==> src/sv/cec_pkg.sv <==
// Shared types, constants and calendar helpers for the calendar epoch converter.
`default_nettype none

package cec_pkg;

  localparam logic [11:0] EPOCH_YEAR    = 12'd1970;
  localparam logic [11:0] LAST_YEAR     = 12'd2099;
  localparam logic [31:0] LAST_SECOND   = 32'd4102444799;
  localparam logic [16:0] SECS_PER_DAY  = 17'd86400;
  localparam logic [16:0] SECS_PER_HOUR = 17'd3600;
  localparam logic [16:0] SECS_PER_MIN  = 17'd60;
  localparam logic [2:0]  WD_EPOCH      = 3'd3;

  // reciprocals of 675, 225 and 15, applied after shifting out 2^7, 2^4 and 2^2
  localparam logic [25:0] DAY_RECIP     = 26'd50903317;
  localparam logic [13:0] HOUR_RECIP    = 14'd9321;
  localparam logic [10:0] MIN_RECIP     = 11'd1093;

  typedef logic [4:0] op_t;
  localparam op_t OP_NONE  = 5'd0;
  localparam op_t OP_LOAD  = 5'd1;
  localparam op_t OP_BAD   = 5'd2;
  localparam op_t OP_EYEAR = 5'd3;
  localparam op_t OP_EMON  = 5'd4;
  localparam op_t OP_EDAY  = 5'd5;
  localparam op_t OP_EMUL  = 5'd6;
  localparam op_t OP_EADD  = 5'd7;
  localparam op_t OP_DLOAD = 5'd8;
  localparam op_t OP_DREM  = 5'd9;
  localparam op_t OP_HLOAD = 5'd10;
  localparam op_t OP_MLOAD = 5'd11;
  localparam op_t OP_SLOAD = 5'd12;
  localparam op_t OP_DYEAR = 5'd13;
  localparam op_t OP_DOY   = 5'd14;
  localparam op_t OP_DMON  = 5'd15;
  localparam op_t OP_DDAY  = 5'd16;
  localparam op_t OP_OUT   = 5'd17;
  localparam op_t OP_HREM  = 5'd18;

  localparam logic CMD_ENCODE = 1'b0;
  localparam logic CMD_DECODE = 1'b1;

  typedef struct packed {
    logic        command;
    logic [11:0] in_year;
    logic [3:0]  in_month;
    logic [4:0]  in_day;
    logic [4:0]  in_hour;
    logic [5:0]  in_minute;
    logic [5:0]  in_second;
    logic [31:0] in_epoch_seconds;
  } cec_in_t;

  typedef struct packed {
    logic        ok;
    logic [31:0] out_epoch_seconds;
    logic [11:0] out_year;
    logic [3:0]  out_month;
    logic [4:0]  out_day;
    logic [4:0]  out_hour;
    logic [5:0]  out_minute;
    logic [5:0]  out_second;
    logic [8:0]  day_of_year;
    logic [2:0]  weekday_monday_based;
    logic [2:0]  weekday_sunday_based;
  } cec_out_t;

  typedef struct packed {
    op_t op;
  } cec_cmd_t;

  typedef struct packed {
    logic is_decode;
    logic enc_valid;
    logic dec_valid;
    logic enc_year_done;
    logic enc_mon_done;
    logic dec_year_done;
    logic dec_mon_done;
    logic out_free;
  } cec_stat_t;

  function automatic logic cec_leap(input logic [11:0] year);
    return (year[1:0] == 2'd0);
  endfunction

  function automatic logic [4:0] cec_mlen(input logic leap, input logic [3:0] month);
    logic [4:0] len;
    case (month)
      4'd1, 4'd3, 4'd5, 4'd7, 4'd8, 4'd10, 4'd12: len = 5'd31;
      4'd4, 4'd6, 4'd9, 4'd11:                   len = 5'd30;
      4'd2:                                      len = leap ? 5'd29 : 5'd28;
      default:                                   len = 5'd0;
    endcase
    return len;
  endfunction

  function automatic logic [2:0] cec_wd_add(input logic [2:0] a, input logic [2:0] b);
    logic [3:0] sum;
    sum = {1'b0, a} + {1'b0, b};
    if (sum >= 4'd7) begin
      sum = sum - 4'd7;
    end
    return sum[2:0];
  endfunction

  function automatic logic [2:0] cec_mod7(input logic [4:0] v);
    logic [4:0] r;
    r = v;
    if (r >= 5'd28) begin
      r = r - 5'd28;
    end else if (r >= 5'd21) begin
      r = r - 5'd21;
    end else if (r >= 5'd14) begin
      r = r - 5'd14;
    end else if (r >= 5'd7) begin
      r = r - 5'd7;
    end
    return r[2:0];
  endfunction

endpackage

`default_nettype wire

==> src/sv/cec_in_if.sv <==
// Request channel interface: valid/ready handshake with date and seconds payload.
`default_nettype none

interface cec_in_if;
  logic        valid;
  logic        ready;
  logic        command;
  logic [11:0] in_year;
  logic [3:0]  in_month;
  logic [4:0]  in_day;
  logic [4:0]  in_hour;
  logic [5:0]  in_minute;
  logic [5:0]  in_second;
  logic [31:0] in_epoch_seconds;

  modport source (
    output valid, command, in_year, in_month, in_day, in_hour, in_minute, in_second,
           in_epoch_seconds,
    input  ready
  );

  modport sink (
    input  valid, command, in_year, in_month, in_day, in_hour, in_minute, in_second,
           in_epoch_seconds,
    output ready
  );
endinterface

`default_nettype wire

==> src/sv/cec_out_if.sv <==
// Result channel interface: valid/ready handshake with calendar result payload.
`default_nettype none

interface cec_out_if;
  logic        valid;
  logic        ready;
  logic        ok;
  logic [31:0] out_epoch_seconds;
  logic [11:0] out_year;
  logic [3:0]  out_month;
  logic [4:0]  out_day;
  logic [4:0]  out_hour;
  logic [5:0]  out_minute;
  logic [5:0]  out_second;
  logic [8:0]  day_of_year;
  logic [2:0]  weekday_monday_based;
  logic [2:0]  weekday_sunday_based;

  modport source (
    output valid, ok, out_epoch_seconds, out_year, out_month, out_day, out_hour,
           out_minute, out_second, day_of_year, weekday_monday_based,
           weekday_sunday_based,
    input  ready
  );

  modport sink (
    input  valid, ok, out_epoch_seconds, out_year, out_month, out_day, out_hour,
           out_minute, out_second, day_of_year, weekday_monday_based,
           weekday_sunday_based,
    output ready
  );
endinterface

`default_nettype wire

==> src/sv/calendar_epoch_converter.sv <==
// Top level of the calendar epoch converter: sequencer, datapath and channel wiring.
//
//   channel   dir   handshake          payload
//   in_ch     in    valid / ready      command, date and time fields, epoch seconds
//   out_ch    out   valid / ready      ok, epoch seconds, calendar fields, weekdays
//
// Encode time is set by the year and month walk. Decode first runs five multiply and
// remainder steps, then the same walk.
// One transaction is in work at a time.
// A finished result waits in the output register while the next transaction is taken.
// Reset is synchronous, active low, and clears the sequencer and the result valid.
`default_nettype none

module calendar_epoch_converter
  import cec_pkg::*;
(
  input  wire logic clk,
  input  wire logic rst_n,
  cec_in_if.sink    in_ch,
  cec_out_if.source out_ch
);

  cec_cmd_t  cmd;
  cec_stat_t stat;
  cec_in_t   in_data;
  cec_out_t  out_data;
  logic      in_ready;
  logic      out_valid;

  assign in_data.command          = in_ch.command;
  assign in_data.in_year          = in_ch.in_year;
  assign in_data.in_month         = in_ch.in_month;
  assign in_data.in_day           = in_ch.in_day;
  assign in_data.in_hour          = in_ch.in_hour;
  assign in_data.in_minute        = in_ch.in_minute;
  assign in_data.in_second        = in_ch.in_second;
  assign in_data.in_epoch_seconds = in_ch.in_epoch_seconds;
  assign in_ch.ready              = in_ready;

  cec_ctrl u_ctrl (
    .clk      (clk),
    .rst_n    (rst_n),
    .in_valid (in_ch.valid),
    .in_ready (in_ready),
    .stat     (stat),
    .cmd      (cmd)
  );

  cec_dp u_dp (
    .clk       (clk),
    .rst_n     (rst_n),
    .cmd       (cmd),
    .in_data   (in_data),
    .stat      (stat),
    .out_ready (out_ch.ready),
    .out_valid (out_valid),
    .out_data  (out_data)
  );

  assign out_ch.valid                = out_valid;
  assign out_ch.ok                   = out_data.ok;
  assign out_ch.out_epoch_seconds    = out_data.out_epoch_seconds;
  assign out_ch.out_year             = out_data.out_year;
  assign out_ch.out_month            = out_data.out_month;
  assign out_ch.out_day              = out_data.out_day;
  assign out_ch.out_hour             = out_data.out_hour;
  assign out_ch.out_minute           = out_data.out_minute;
  assign out_ch.out_second           = out_data.out_second;
  assign out_ch.day_of_year          = out_data.day_of_year;
  assign out_ch.weekday_monday_based = out_data.weekday_monday_based;
  assign out_ch.weekday_sunday_based = out_data.weekday_sunday_based;

endmodule

`default_nettype wire

==> src/sv/cec_ctrl.sv <==
// Sequencer for the calendar epoch converter: issues datapath operations per step.
`default_nettype none

module cec_ctrl
  import cec_pkg::*;
(
  input  wire logic      clk,
  input  wire logic      rst_n,
  input  wire logic      in_valid,
  output logic           in_ready,
  input  wire cec_stat_t stat,
  output cec_cmd_t       cmd
);

  localparam logic [3:0] S_IDLE  = 4'd0;
  localparam logic [3:0] S_CHECK = 4'd1;
  localparam logic [3:0] S_EYEAR = 4'd2;
  localparam logic [3:0] S_EMON  = 4'd3;
  localparam logic [3:0] S_EDAY  = 4'd4;
  localparam logic [3:0] S_EMUL  = 4'd5;
  localparam logic [3:0] S_EADD  = 4'd6;
  localparam logic [3:0] S_DREM  = 4'd7;
  localparam logic [3:0] S_DHOUR = 4'd8;
  localparam logic [3:0] S_DHREM = 4'd9;
  localparam logic [3:0] S_DMIN  = 4'd10;
  localparam logic [3:0] S_DSEC  = 4'd11;
  localparam logic [3:0] S_DYEAR = 4'd12;
  localparam logic [3:0] S_DMON  = 4'd13;
  localparam logic [3:0] S_DONE  = 4'd14;

  logic [3:0] state_r, state_nxt;

  assign in_ready = (state_r == S_IDLE);

  always_comb begin
    state_nxt = state_r;
    cmd.op    = OP_NONE;
    unique case (state_r)
      S_IDLE: begin
        if (in_valid) begin
          cmd.op    = OP_LOAD;
          state_nxt = S_CHECK;
        end
      end
      S_CHECK: begin
        if (stat.is_decode) begin
          if (stat.dec_valid) begin
            cmd.op    = OP_DLOAD;
            state_nxt = S_DREM;
          end else begin
            cmd.op    = OP_BAD;
            state_nxt = S_DONE;
          end
        end else begin
          if (stat.enc_valid) begin
            state_nxt = S_EYEAR;
          end else begin
            cmd.op    = OP_BAD;
            state_nxt = S_DONE;
          end
        end
      end
      S_EYEAR: begin
        if (stat.enc_year_done) begin
          state_nxt = S_EMON;
        end else begin
          cmd.op = OP_EYEAR;
        end
      end
      S_EMON: begin
        if (stat.enc_mon_done) begin
          state_nxt = S_EDAY;
        end else begin
          cmd.op = OP_EMON;
        end
      end
      S_EDAY: begin
        cmd.op    = OP_EDAY;
        state_nxt = S_EMUL;
      end
      S_EMUL: begin
        cmd.op    = OP_EMUL;
        state_nxt = S_EADD;
      end
      S_EADD: begin
        cmd.op    = OP_EADD;
        state_nxt = S_DONE;
      end
      S_DREM: begin
        cmd.op    = OP_DREM;
        state_nxt = S_DHOUR;
      end
      S_DHOUR: begin
        cmd.op    = OP_HLOAD;
        state_nxt = S_DHREM;
      end
      S_DHREM: begin
        cmd.op    = OP_HREM;
        state_nxt = S_DMIN;
      end
      S_DMIN: begin
        cmd.op    = OP_MLOAD;
        state_nxt = S_DSEC;
      end
      S_DSEC: begin
        cmd.op    = OP_SLOAD;
        state_nxt = S_DYEAR;
      end
      S_DYEAR: begin
        if (stat.dec_year_done) begin
          cmd.op    = OP_DOY;
          state_nxt = S_DMON;
        end else begin
          cmd.op = OP_DYEAR;
        end
      end
      S_DMON: begin
        if (stat.dec_mon_done) begin
          cmd.op    = OP_DDAY;
          state_nxt = S_DONE;
        end else begin
          cmd.op = OP_DMON;
        end
      end
      S_DONE: begin
        if (stat.out_free) begin
          cmd.op    = OP_OUT;
          state_nxt = S_IDLE;
        end
      end
      default: begin
        state_nxt = S_IDLE;
      end
    endcase
  end

  always_ff @(posedge clk) begin
    if (!rst_n) begin
      state_r <= S_IDLE;
    end else begin
      state_r <= state_nxt;
    end
  end

  a_load_when_ready: assert property (@(posedge clk) disable iff (!rst_n)
    (cmd.op == OP_LOAD) |-> in_ready)
    else $error("transaction loaded while the input is not ready");

  a_out_when_free: assert property (@(posedge clk) disable iff (!rst_n)
    (cmd.op == OP_OUT) |-> stat.out_free)
    else $error("result issued while the output register is occupied");

  a_load_then_check: assert property (@(posedge clk) disable iff (!rst_n)
    (cmd.op == OP_LOAD) |=> (state_r == S_CHECK))
    else $error("accepted transaction not followed by the check step");

endmodule

`default_nettype wire

==> src/sv/cec_dp.sv <==
// Datapath: input hold, calendar walk, reciprocal dividers and result register.
`default_nettype none

module cec_dp
  import cec_pkg::*;
(
  input  wire logic     clk,
  input  wire logic     rst_n,
  input  wire cec_cmd_t cmd,
  input  wire cec_in_t  in_data,
  output cec_stat_t     stat,
  input  wire logic     out_ready,
  output logic          out_valid,
  output cec_out_t      out_data
);

  logic        dec_r, dec_nxt;
  logic        ok_r, ok_nxt;
  logic [11:0] y_r, y_nxt;
  logic [3:0]  mo_r, mo_nxt;
  logic [4:0]  d_r, d_nxt;
  logic [4:0]  h_r, h_nxt;
  logic [5:0]  mi_r, mi_nxt;
  logic [5:0]  s_r, s_nxt;
  logic [31:0] secs_r, secs_nxt;
  logic [11:0] cy_r, cy_nxt;
  logic [3:0]  cm_r, cm_nxt;
  logic [15:0] days_r, days_nxt;
  logic [8:0]  doy_r, doy_nxt;
  logic [2:0]  wd_r, wd_nxt;
  logic [16:0] part_r, part_nxt;
  logic        out_valid_r, out_valid_nxt;
  cec_out_t    out_r, out_nxt;

  logic        cy_leap;
  logic [8:0]  ylen;
  logic [4:0]  mlen;
  logic [4:0]  in_mlen;
  logic [32:0] day_secs;
  logic [16:0] hour_secs;
  logic [11:0] min_secs;
  logic [4:0]  d_m1;
  logic [50:0] day_prod;
  logic [25:0] hour_prod;
  logic [19:0] min_prod;

  assign cy_leap   = cec_leap(cy_r);
  assign ylen      = 9'd365 + {8'b0, cy_leap};
  assign mlen      = cec_mlen(cy_leap, cm_r);
  assign in_mlen   = cec_mlen(cec_leap(y_r), mo_r);
  assign d_m1      = d_r - 5'd1;
  assign day_secs  = {1'b0, days_r} * {16'b0, SECS_PER_DAY};
  assign hour_secs = {12'b0, h_r} * SECS_PER_HOUR;
  assign min_secs  = {6'b0, mi_r} * SECS_PER_MIN[11:0];
  assign day_prod  = {26'b0, secs_r[31:7]} * {25'b0, DAY_RECIP};
  assign hour_prod = {13'b0, part_r[16:4]} * {12'b0, HOUR_RECIP};
  assign min_prod  = {10'b0, part_r[11:2]} * {9'b0, MIN_RECIP};

  always_comb begin
    stat.is_decode     = (dec_r == CMD_DECODE);
    stat.enc_valid     = (y_r >= EPOCH_YEAR) && (y_r <= LAST_YEAR) &&
                         (mo_r >= 4'd1) && (mo_r <= 4'd12) &&
                         (d_r >= 5'd1) && (d_r <= in_mlen) &&
                         (h_r <= 5'd23) && (mi_r <= 6'd59) && (s_r <= 6'd59);
    stat.dec_valid     = (secs_r <= LAST_SECOND);
    stat.enc_year_done = (cy_r == y_r);
    stat.enc_mon_done  = (cm_r == mo_r);
    stat.dec_year_done = (cy_r == LAST_YEAR) || (days_r < {7'b0, ylen});
    stat.dec_mon_done  = (cm_r == 4'd12) || (days_r < {11'b0, mlen});
    stat.out_free      = !out_valid_r || out_ready;
  end

  always_comb begin
    dec_nxt       = dec_r;
    ok_nxt        = ok_r;
    y_nxt         = y_r;
    mo_nxt        = mo_r;
    d_nxt         = d_r;
    h_nxt         = h_r;
    mi_nxt        = mi_r;
    s_nxt         = s_r;
    secs_nxt      = secs_r;
    cy_nxt        = cy_r;
    cm_nxt        = cm_r;
    days_nxt      = days_r;
    doy_nxt       = doy_r;
    wd_nxt        = wd_r;
    part_nxt      = part_r;
    out_valid_nxt = out_valid_r;
    out_nxt       = out_r;
    if (out_valid_r && out_ready) begin
      out_valid_nxt = 1'b0;
    end
    case (cmd.op)
      OP_LOAD: begin
        dec_nxt  = in_data.command;
        ok_nxt   = 1'b1;
        y_nxt    = in_data.in_year;
        mo_nxt   = in_data.in_month;
        d_nxt    = in_data.in_day;
        h_nxt    = in_data.in_hour;
        mi_nxt   = in_data.in_minute;
        s_nxt    = in_data.in_second;
        secs_nxt = in_data.in_epoch_seconds;
        cy_nxt   = EPOCH_YEAR;
        cm_nxt   = 4'd1;
        days_nxt = '0;
        doy_nxt  = '0;
        wd_nxt   = WD_EPOCH;
      end
      OP_BAD: begin
        ok_nxt = 1'b0;
      end
      OP_EYEAR: begin
        days_nxt = days_r + {7'b0, ylen};
        wd_nxt   = cec_wd_add(wd_r, 3'd1 + {2'b0, cy_leap});
        cy_nxt   = cy_r + 12'd1;
      end
      OP_EMON: begin
        days_nxt = days_r + {11'b0, mlen};
        doy_nxt  = doy_r + {4'b0, mlen};
        wd_nxt   = cec_wd_add(wd_r, cec_mod7(mlen));
        cm_nxt   = cm_r + 4'd1;
      end
      OP_EDAY: begin
        days_nxt = days_r + {11'b0, d_m1};
        doy_nxt  = doy_r + {4'b0, d_r};
        wd_nxt   = cec_wd_add(wd_r, cec_mod7(d_m1));
      end
      OP_EMUL: begin
        secs_nxt = day_secs[31:0];
      end
      OP_EADD: begin
        secs_nxt = secs_r + {15'b0, hour_secs} + {20'b0, min_secs} + {26'b0, s_r};
      end
      OP_DLOAD: begin
        days_nxt = day_prod[50:35];
      end
      OP_DREM: begin
        part_nxt = secs_r[16:0] - day_secs[16:0];
      end
      OP_HLOAD: begin
        h_nxt = hour_prod[25:21];
      end
      OP_HREM: begin
        part_nxt = part_r - hour_secs;
      end
      OP_MLOAD: begin
        mi_nxt = min_prod[19:14];
      end
      OP_SLOAD: begin
        s_nxt = part_r[5:0] - min_secs[5:0];
      end
      OP_DYEAR: begin
        days_nxt = days_r - {7'b0, ylen};
        wd_nxt   = cec_wd_add(wd_r, 3'd1 + {2'b0, cy_leap});
        cy_nxt   = cy_r + 12'd1;
      end
      OP_DOY: begin
        doy_nxt = days_r[8:0] + 9'd1;
      end
      OP_DMON: begin
        days_nxt = days_r - {11'b0, mlen};
        wd_nxt   = cec_wd_add(wd_r, cec_mod7(mlen));
        cm_nxt   = cm_r + 4'd1;
      end
      OP_DDAY: begin
        d_nxt  = days_r[4:0] + 5'd1;
        wd_nxt = cec_wd_add(wd_r, cec_mod7(days_r[4:0]));
      end
      OP_OUT: begin
        out_valid_nxt = 1'b1;
        if (ok_r) begin
          out_nxt.ok                   = 1'b1;
          out_nxt.out_epoch_seconds    = secs_r;
          out_nxt.out_year             = cy_r;
          out_nxt.out_month            = cm_r;
          out_nxt.out_day              = d_r;
          out_nxt.out_hour             = h_r;
          out_nxt.out_minute           = mi_r;
          out_nxt.out_second           = s_r;
          out_nxt.day_of_year          = doy_r;
          out_nxt.weekday_monday_based = wd_r;
          out_nxt.weekday_sunday_based = cec_wd_add(wd_r, 3'd1);
        end else begin
          out_nxt = '0;
        end
      end
      default: begin
      end
    endcase
  end

  always_ff @(posedge clk) begin
    if (!rst_n) begin
      out_valid_r <= 1'b0;
      cy_r        <= EPOCH_YEAR;
      cm_r        <= 4'd1;
      wd_r        <= WD_EPOCH;
    end else begin
      out_valid_r <= out_valid_nxt;
      cy_r        <= cy_nxt;
      cm_r        <= cm_nxt;
      wd_r        <= wd_nxt;
    end
  end

  always_ff @(posedge clk) begin
    dec_r  <= dec_nxt;
    ok_r   <= ok_nxt;
    y_r    <= y_nxt;
    mo_r   <= mo_nxt;
    d_r    <= d_nxt;
    h_r    <= h_nxt;
    mi_r   <= mi_nxt;
    s_r    <= s_nxt;
    secs_r <= secs_nxt;
    days_r <= days_nxt;
    doy_r  <= doy_nxt;
    part_r <= part_nxt;
    out_r  <= out_nxt;
  end

  assign out_valid = out_valid_r;
  assign out_data  = out_r;

  a_no_overwrite: assert property (@(posedge clk) disable iff (!rst_n)
    (cmd.op == OP_OUT) |-> (!out_valid_r || out_ready))
    else $error("result register written while a transaction is still pending");

  a_year_range: assert property (@(posedge clk) disable iff (!rst_n)
    (cy_r >= EPOCH_YEAR) && (cy_r <= LAST_YEAR))
    else $error("year counter left the supported range");

  a_month_range: assert property (@(posedge clk) disable iff (!rst_n)
    (cm_r >= 4'd1) && (cm_r <= 4'd12))
    else $error("month counter left 1 to 12");

  a_weekday_range: assert property (@(posedge clk) disable iff (!rst_n)
    wd_r <= 3'd6)
    else $error("weekday accumulator out of range");

endmodule

`default_nettype wire
==> src/flat_wrapper.sv <==
// flat-port wrapper written by rule: the top's interface ports become plain ports
module calendar_epoch_converter_flat import cec_pkg::*;
  (clk, rst_n, in_ch_valid, in_ch_command, in_ch_in_year, in_ch_in_month, in_ch_in_day, in_ch_in_hour, in_ch_in_minute, in_ch_in_second, in_ch_in_epoch_seconds, in_ch_ready, out_ch_valid, out_ch_ok, out_ch_out_epoch_seconds, out_ch_out_year, out_ch_out_month, out_ch_out_day, out_ch_out_hour, out_ch_out_minute, out_ch_out_second, out_ch_day_of_year, out_ch_weekday_monday_based, out_ch_weekday_sunday_based, out_ch_ready);
  cec_in_if in_ch_i ();
  cec_out_if out_ch_i ();
  input  wire logic clk;
  input  wire logic rst_n;
  input wire logic [$bits(in_ch_i.valid)-1:0] in_ch_valid;
  input wire logic [$bits(in_ch_i.command)-1:0] in_ch_command;
  input wire logic [$bits(in_ch_i.in_year)-1:0] in_ch_in_year;
  input wire logic [$bits(in_ch_i.in_month)-1:0] in_ch_in_month;
  input wire logic [$bits(in_ch_i.in_day)-1:0] in_ch_in_day;
  input wire logic [$bits(in_ch_i.in_hour)-1:0] in_ch_in_hour;
  input wire logic [$bits(in_ch_i.in_minute)-1:0] in_ch_in_minute;
  input wire logic [$bits(in_ch_i.in_second)-1:0] in_ch_in_second;
  input wire logic [$bits(in_ch_i.in_epoch_seconds)-1:0] in_ch_in_epoch_seconds;
  output wire logic [$bits(in_ch_i.ready)-1:0] in_ch_ready;
  output wire logic [$bits(out_ch_i.valid)-1:0] out_ch_valid;
  output wire logic [$bits(out_ch_i.ok)-1:0] out_ch_ok;
  output wire logic [$bits(out_ch_i.out_epoch_seconds)-1:0] out_ch_out_epoch_seconds;
  output wire logic [$bits(out_ch_i.out_year)-1:0] out_ch_out_year;
  output wire logic [$bits(out_ch_i.out_month)-1:0] out_ch_out_month;
  output wire logic [$bits(out_ch_i.out_day)-1:0] out_ch_out_day;
  output wire logic [$bits(out_ch_i.out_hour)-1:0] out_ch_out_hour;
  output wire logic [$bits(out_ch_i.out_minute)-1:0] out_ch_out_minute;
  output wire logic [$bits(out_ch_i.out_second)-1:0] out_ch_out_second;
  output wire logic [$bits(out_ch_i.day_of_year)-1:0] out_ch_day_of_year;
  output wire logic [$bits(out_ch_i.weekday_monday_based)-1:0] out_ch_weekday_monday_based;
  output wire logic [$bits(out_ch_i.weekday_sunday_based)-1:0] out_ch_weekday_sunday_based;
  input wire logic [$bits(out_ch_i.ready)-1:0] out_ch_ready;
  assign in_ch_i.valid = in_ch_valid;
  assign in_ch_i.command = in_ch_command;
  assign in_ch_i.in_year = in_ch_in_year;
  assign in_ch_i.in_month = in_ch_in_month;
  assign in_ch_i.in_day = in_ch_in_day;
  assign in_ch_i.in_hour = in_ch_in_hour;
  assign in_ch_i.in_minute = in_ch_in_minute;
  assign in_ch_i.in_second = in_ch_in_second;
  assign in_ch_i.in_epoch_seconds = in_ch_in_epoch_seconds;
  assign in_ch_ready = in_ch_i.ready;
  assign out_ch_valid = out_ch_i.valid;
  assign out_ch_ok = out_ch_i.ok;
  assign out_ch_out_epoch_seconds = out_ch_i.out_epoch_seconds;
  assign out_ch_out_year = out_ch_i.out_year;
  assign out_ch_out_month = out_ch_i.out_month;
  assign out_ch_out_day = out_ch_i.out_day;
  assign out_ch_out_hour = out_ch_i.out_hour;
  assign out_ch_out_minute = out_ch_i.out_minute;
  assign out_ch_out_second = out_ch_i.out_second;
  assign out_ch_day_of_year = out_ch_i.day_of_year;
  assign out_ch_weekday_monday_based = out_ch_i.weekday_monday_based;
  assign out_ch_weekday_sunday_based = out_ch_i.weekday_sunday_based;
  assign out_ch_i.ready = out_ch_ready;
  calendar_epoch_converter u_core (.clk(clk), .rst_n(rst_n), .in_ch(in_ch_i), .out_ch(out_ch_i));
endmodule
==> config.mk <==
export PLATFORM = sky130hd
export DESIGN_NAME = calendar_epoch_converter_flat
export DESIGN_NICKNAME = d
export VERILOG_FILES = /design/src/sv/cec_pkg.sv /design/src/sv/cec_in_if.sv /design/src/sv/cec_out_if.sv /design/src/sv/calendar_epoch_converter.sv /design/src/sv/cec_ctrl.sv /design/src/sv/cec_dp.sv /design/src/flat_wrapper.sv
export SDC_FILE = /design/constraint.sdc
export NUM_CORES = 2
export LEC_CHECK = 0
export BUFFER_PORTS_ARGS = -buffer_cell sky130_fd_sc_hd__buf_2
export CAP_MARGIN = 20
export CORE_UTILIZATION = 45
export DETAILED_ROUTE_END_ITERATION = 10
export PLACE_DENSITY = 0.71
export SYNTH_ARGS = -nofsm -noshare
export SYNTH_HDL_FRONTEND = slang
export SYNTH_HIERARCHICAL = 1
export SYNTH_SLANG_ARGS = --single-unit
==> constraint.sdc <==
create_clock -name clk -period 9.41 [get_ports clk]
set_input_delay 0.941 -clock clk [delete_from_list [all_inputs] [get_ports clk]]
set_output_delay 0.941 -clock clk [all_outputs]
set_load 0.02 [all_outputs]
==> metrics.yaml <==
synthFlopType: "edfxtp_1"
routedWlPerCell_um: 18.9
synth_top_area_share_pct: 25.8
num_vias: 24600
synth_seq_cells: 224
cts_max_level: 1
synth_fp_nets: 4387
route.detailed.drc: 0
final_nets: 4535
die_w_um: 270
grt_start_max_net_pins: 87
syn-mean-instance-area_um2: 9.61
worst_slew_pin_slew_ns: 1.08
setup-tns-final_ns: 0
antenna_found_initial: 1
grtUsageTotal_pct: 23.1
crit_type: "flop to flop"
ys_types: 92
critPathMaxFanout: 19
core_area_um2: 70500
outcome: "completed"
ys_seq_area_share_pct: 20.1
clockRootBuffer: "clkbuf_16"
crit_path_end_kind: "flop"
final_hold_viol_count: 0
postLayoutCoreUtil_pct: 49.9
rsz0062_at_grt: "false"
port_buffers: 162
fmax_ghz: 0.116
period_needed_ns: 8.60
min_path_type: "input port to flop"
die_area_um2: 72900
die_h_um: 270
wl_met2_mm: 41.2
max_stage_delay_ns: 0.55
clock_sinks: 224
cts_hold_buffers: 0
insertion_delay_ns: 0.59
setup_violations: 0
gr-total-overflow: 0
routed_via_density: 5.50
ant_nets: 0
postCtsSetupBuffers: 0
synthArstFlopShare_pct: 0
drt_wl_total_mm: 84.4
clk_path_buf_depth: 3
cts_buffers: 27
drv_cap: 0
cts_tree: "done"
syn_inst: 3362
ys_warn_count: 6
synth_edf_count: 200
ios: 163
dr.first_iter.drc_count: 1579
antenna_cells: 0
slew_headroom_pct: 28.1
r2r.worst_path.cells: 34
path_clk_slew_ns: 0.06
first_global_vias: 24400
cpMaxStageDelayCell: "nor3_1"
synth_top_area_cell: "ha_1"
fp-row-count: 97
area_growth_pct: 8.83
cts_resized: 0
layout_commonest_cell: "ha_1"
yosys-top-cells-area: "ha_1, edfxtp_1, fa_1, inv_1, xnor2_1"
synth_area_um2: 32300
whs_path_depth: 1
start_kind: "flop"
drive_above_1_share_pct: 7.84
fin_skew_ns: 0.0138
gp_congestion: 0.921
wl_met1_mm: 36.0
layout_common_cells: "ha_1, inv_1, fa_1"
wl_met3_mm: 4.85
maxSlewViolCount: 0
finalCritPeriodShare_pct: 91.4
dpl.hpwl_mm: 68.1
cp.arrival_ns: 8.89
top_layer_used: "met5"
n_fill_cell: 6477
start_util_pct: 45.8
grt_pass1_wl_mm: 134
drt-pass1-iter-count: 6
critPathRequiredTime_ns: 9.70
[flip-flops by register name (all words and copies together) (netlist names)]
name                   cells
u_core/u_dp/out_data      86
u_core/u_dp/secs_r        32
u_core/u_dp/part_r        17
u_core/u_dp/days_r        16
u_core/u_dp/cy_r          12
u_core/u_dp/y_r           12
u_core/u_dp/doy_r          9
u_core/u_dp/mi_r           6
u_core/u_dp/s_r            6
u_core/u_dp/d_r            5
u_core/u_dp/h_r            5
u_core/u_ctrl/state_r      4
u_core/u_dp/cm_r           4
u_core/u_dp/mo_r           4
u_core/u_dp/wd_r           3
u_core/u_dp/dec_r          1
u_core/u_dp/ok_r           1
u_core/u_dp/out_valid      1
[cell type report]
cell class | count | area [um2] | share of cell area, %
well taps | 940 | 1180 | 3.34
repair buffers | 193 | 1080 | 3.06
clock inverters | 15 | 154 | 0.438
clock buffers | 35 | 736 | 2.09
multi-input cells | 2414 | 23100 | 65.7
flip-flops and latches | 224 | 6490 | 18.4
inverters | 650 | 2440 | 6.94
[Yosys cell counts (all sizes together), types with 15 or more instances]
cell	count
nand4	30
edfxtp	200
xnor2	106
a21oi	144
a22oi	16
nand3	49
nor2b	38
o22ai	21
nand2b	28
inv	650
nor2	122
and2	106
dfxtp	24
ha	666
fa	284
xor2	61
o21ai	174
clkbuf	64
and3	19
o21a	15
a21o	65
a211oi	15
nand2	170
o221ai	19
a31oi	32
nor3	31
[worst max-delay path: cells and delay by family (launching register included)]
family / cells / cell delay (ns)
buffers and inverters: 5 / 1.06
AO/OA/AOI/OAI: 15 / 3.29
AND/OR/NAND/NOR: 9 / 2.05
adder cells (fa/ha/maj): 4 / 1.14
multiplexers: 1 / 0.30
flip-flops: 1 / 0.46
[metrics by stage]
| stage | worst slack, ns | instances | hold slack, ns | area, um2 |
|---|---|---|---|---|
| 4_1_cts | 0.995 | 4470 | 0.498 | 35100 |
| 3_5_place_dp | 1.01 | 4420 | 0.542 | 34300 |
| 2_1_floorplan | 1.25 | 3362 | 0.488 | 32300 |
| 3_3_place_gp | 1.24 | 4419 | 0.549 | 34200 |
| 6_report | 0.808 | 4471 | 0.533 | 35200 |
| 5_1_grt | 0.106 | 4471 | 0.508 | 35200 |
[routing by layer]
layer | global-route usage (%) | vias up
li1 | - | 11700
met5 | 0 | -
met3 | 2.27 | 130
met4 | 6.49 | 2
met2 | 40.4 | 756
met1 | 30.3 | 12000
[final timing paths]
kind,startpoint,to,slack [ns]
worst min-delay path,in_ch_in_year[9],u_core/u_dp/y_r[9],0.53
worst max register to register,u_core/u_dp/cm_r[0],u_core/u_dp/days_r[14],0.81
worst max-delay path,u_core/u_dp/cm_r[0],u_core/u_dp/days_r[14],0.81
worst min register to register,u_core/u_dp/cy_r[2],u_core/u_dp/cy_r[2],0.56
[cell families (layout without fill, tap and decap cells)]
family	Yosys count	in the layout	synth area share, %
adder cells (fa/ha/maj)	950	950	43.4
buffers and inverters	724	893	8.49
AND/OR/NAND/NOR	653	653	10.4
AO/OA/AOI/OAI	620	620	12.4
flip-flops	224	224	20.1
XOR/XNOR	167	167	4.53
multiplexers	24	24	0.782
Power is not shown: default switching activity piles up to over one toggle a cycle in this logic, so the estimate is an artifact.
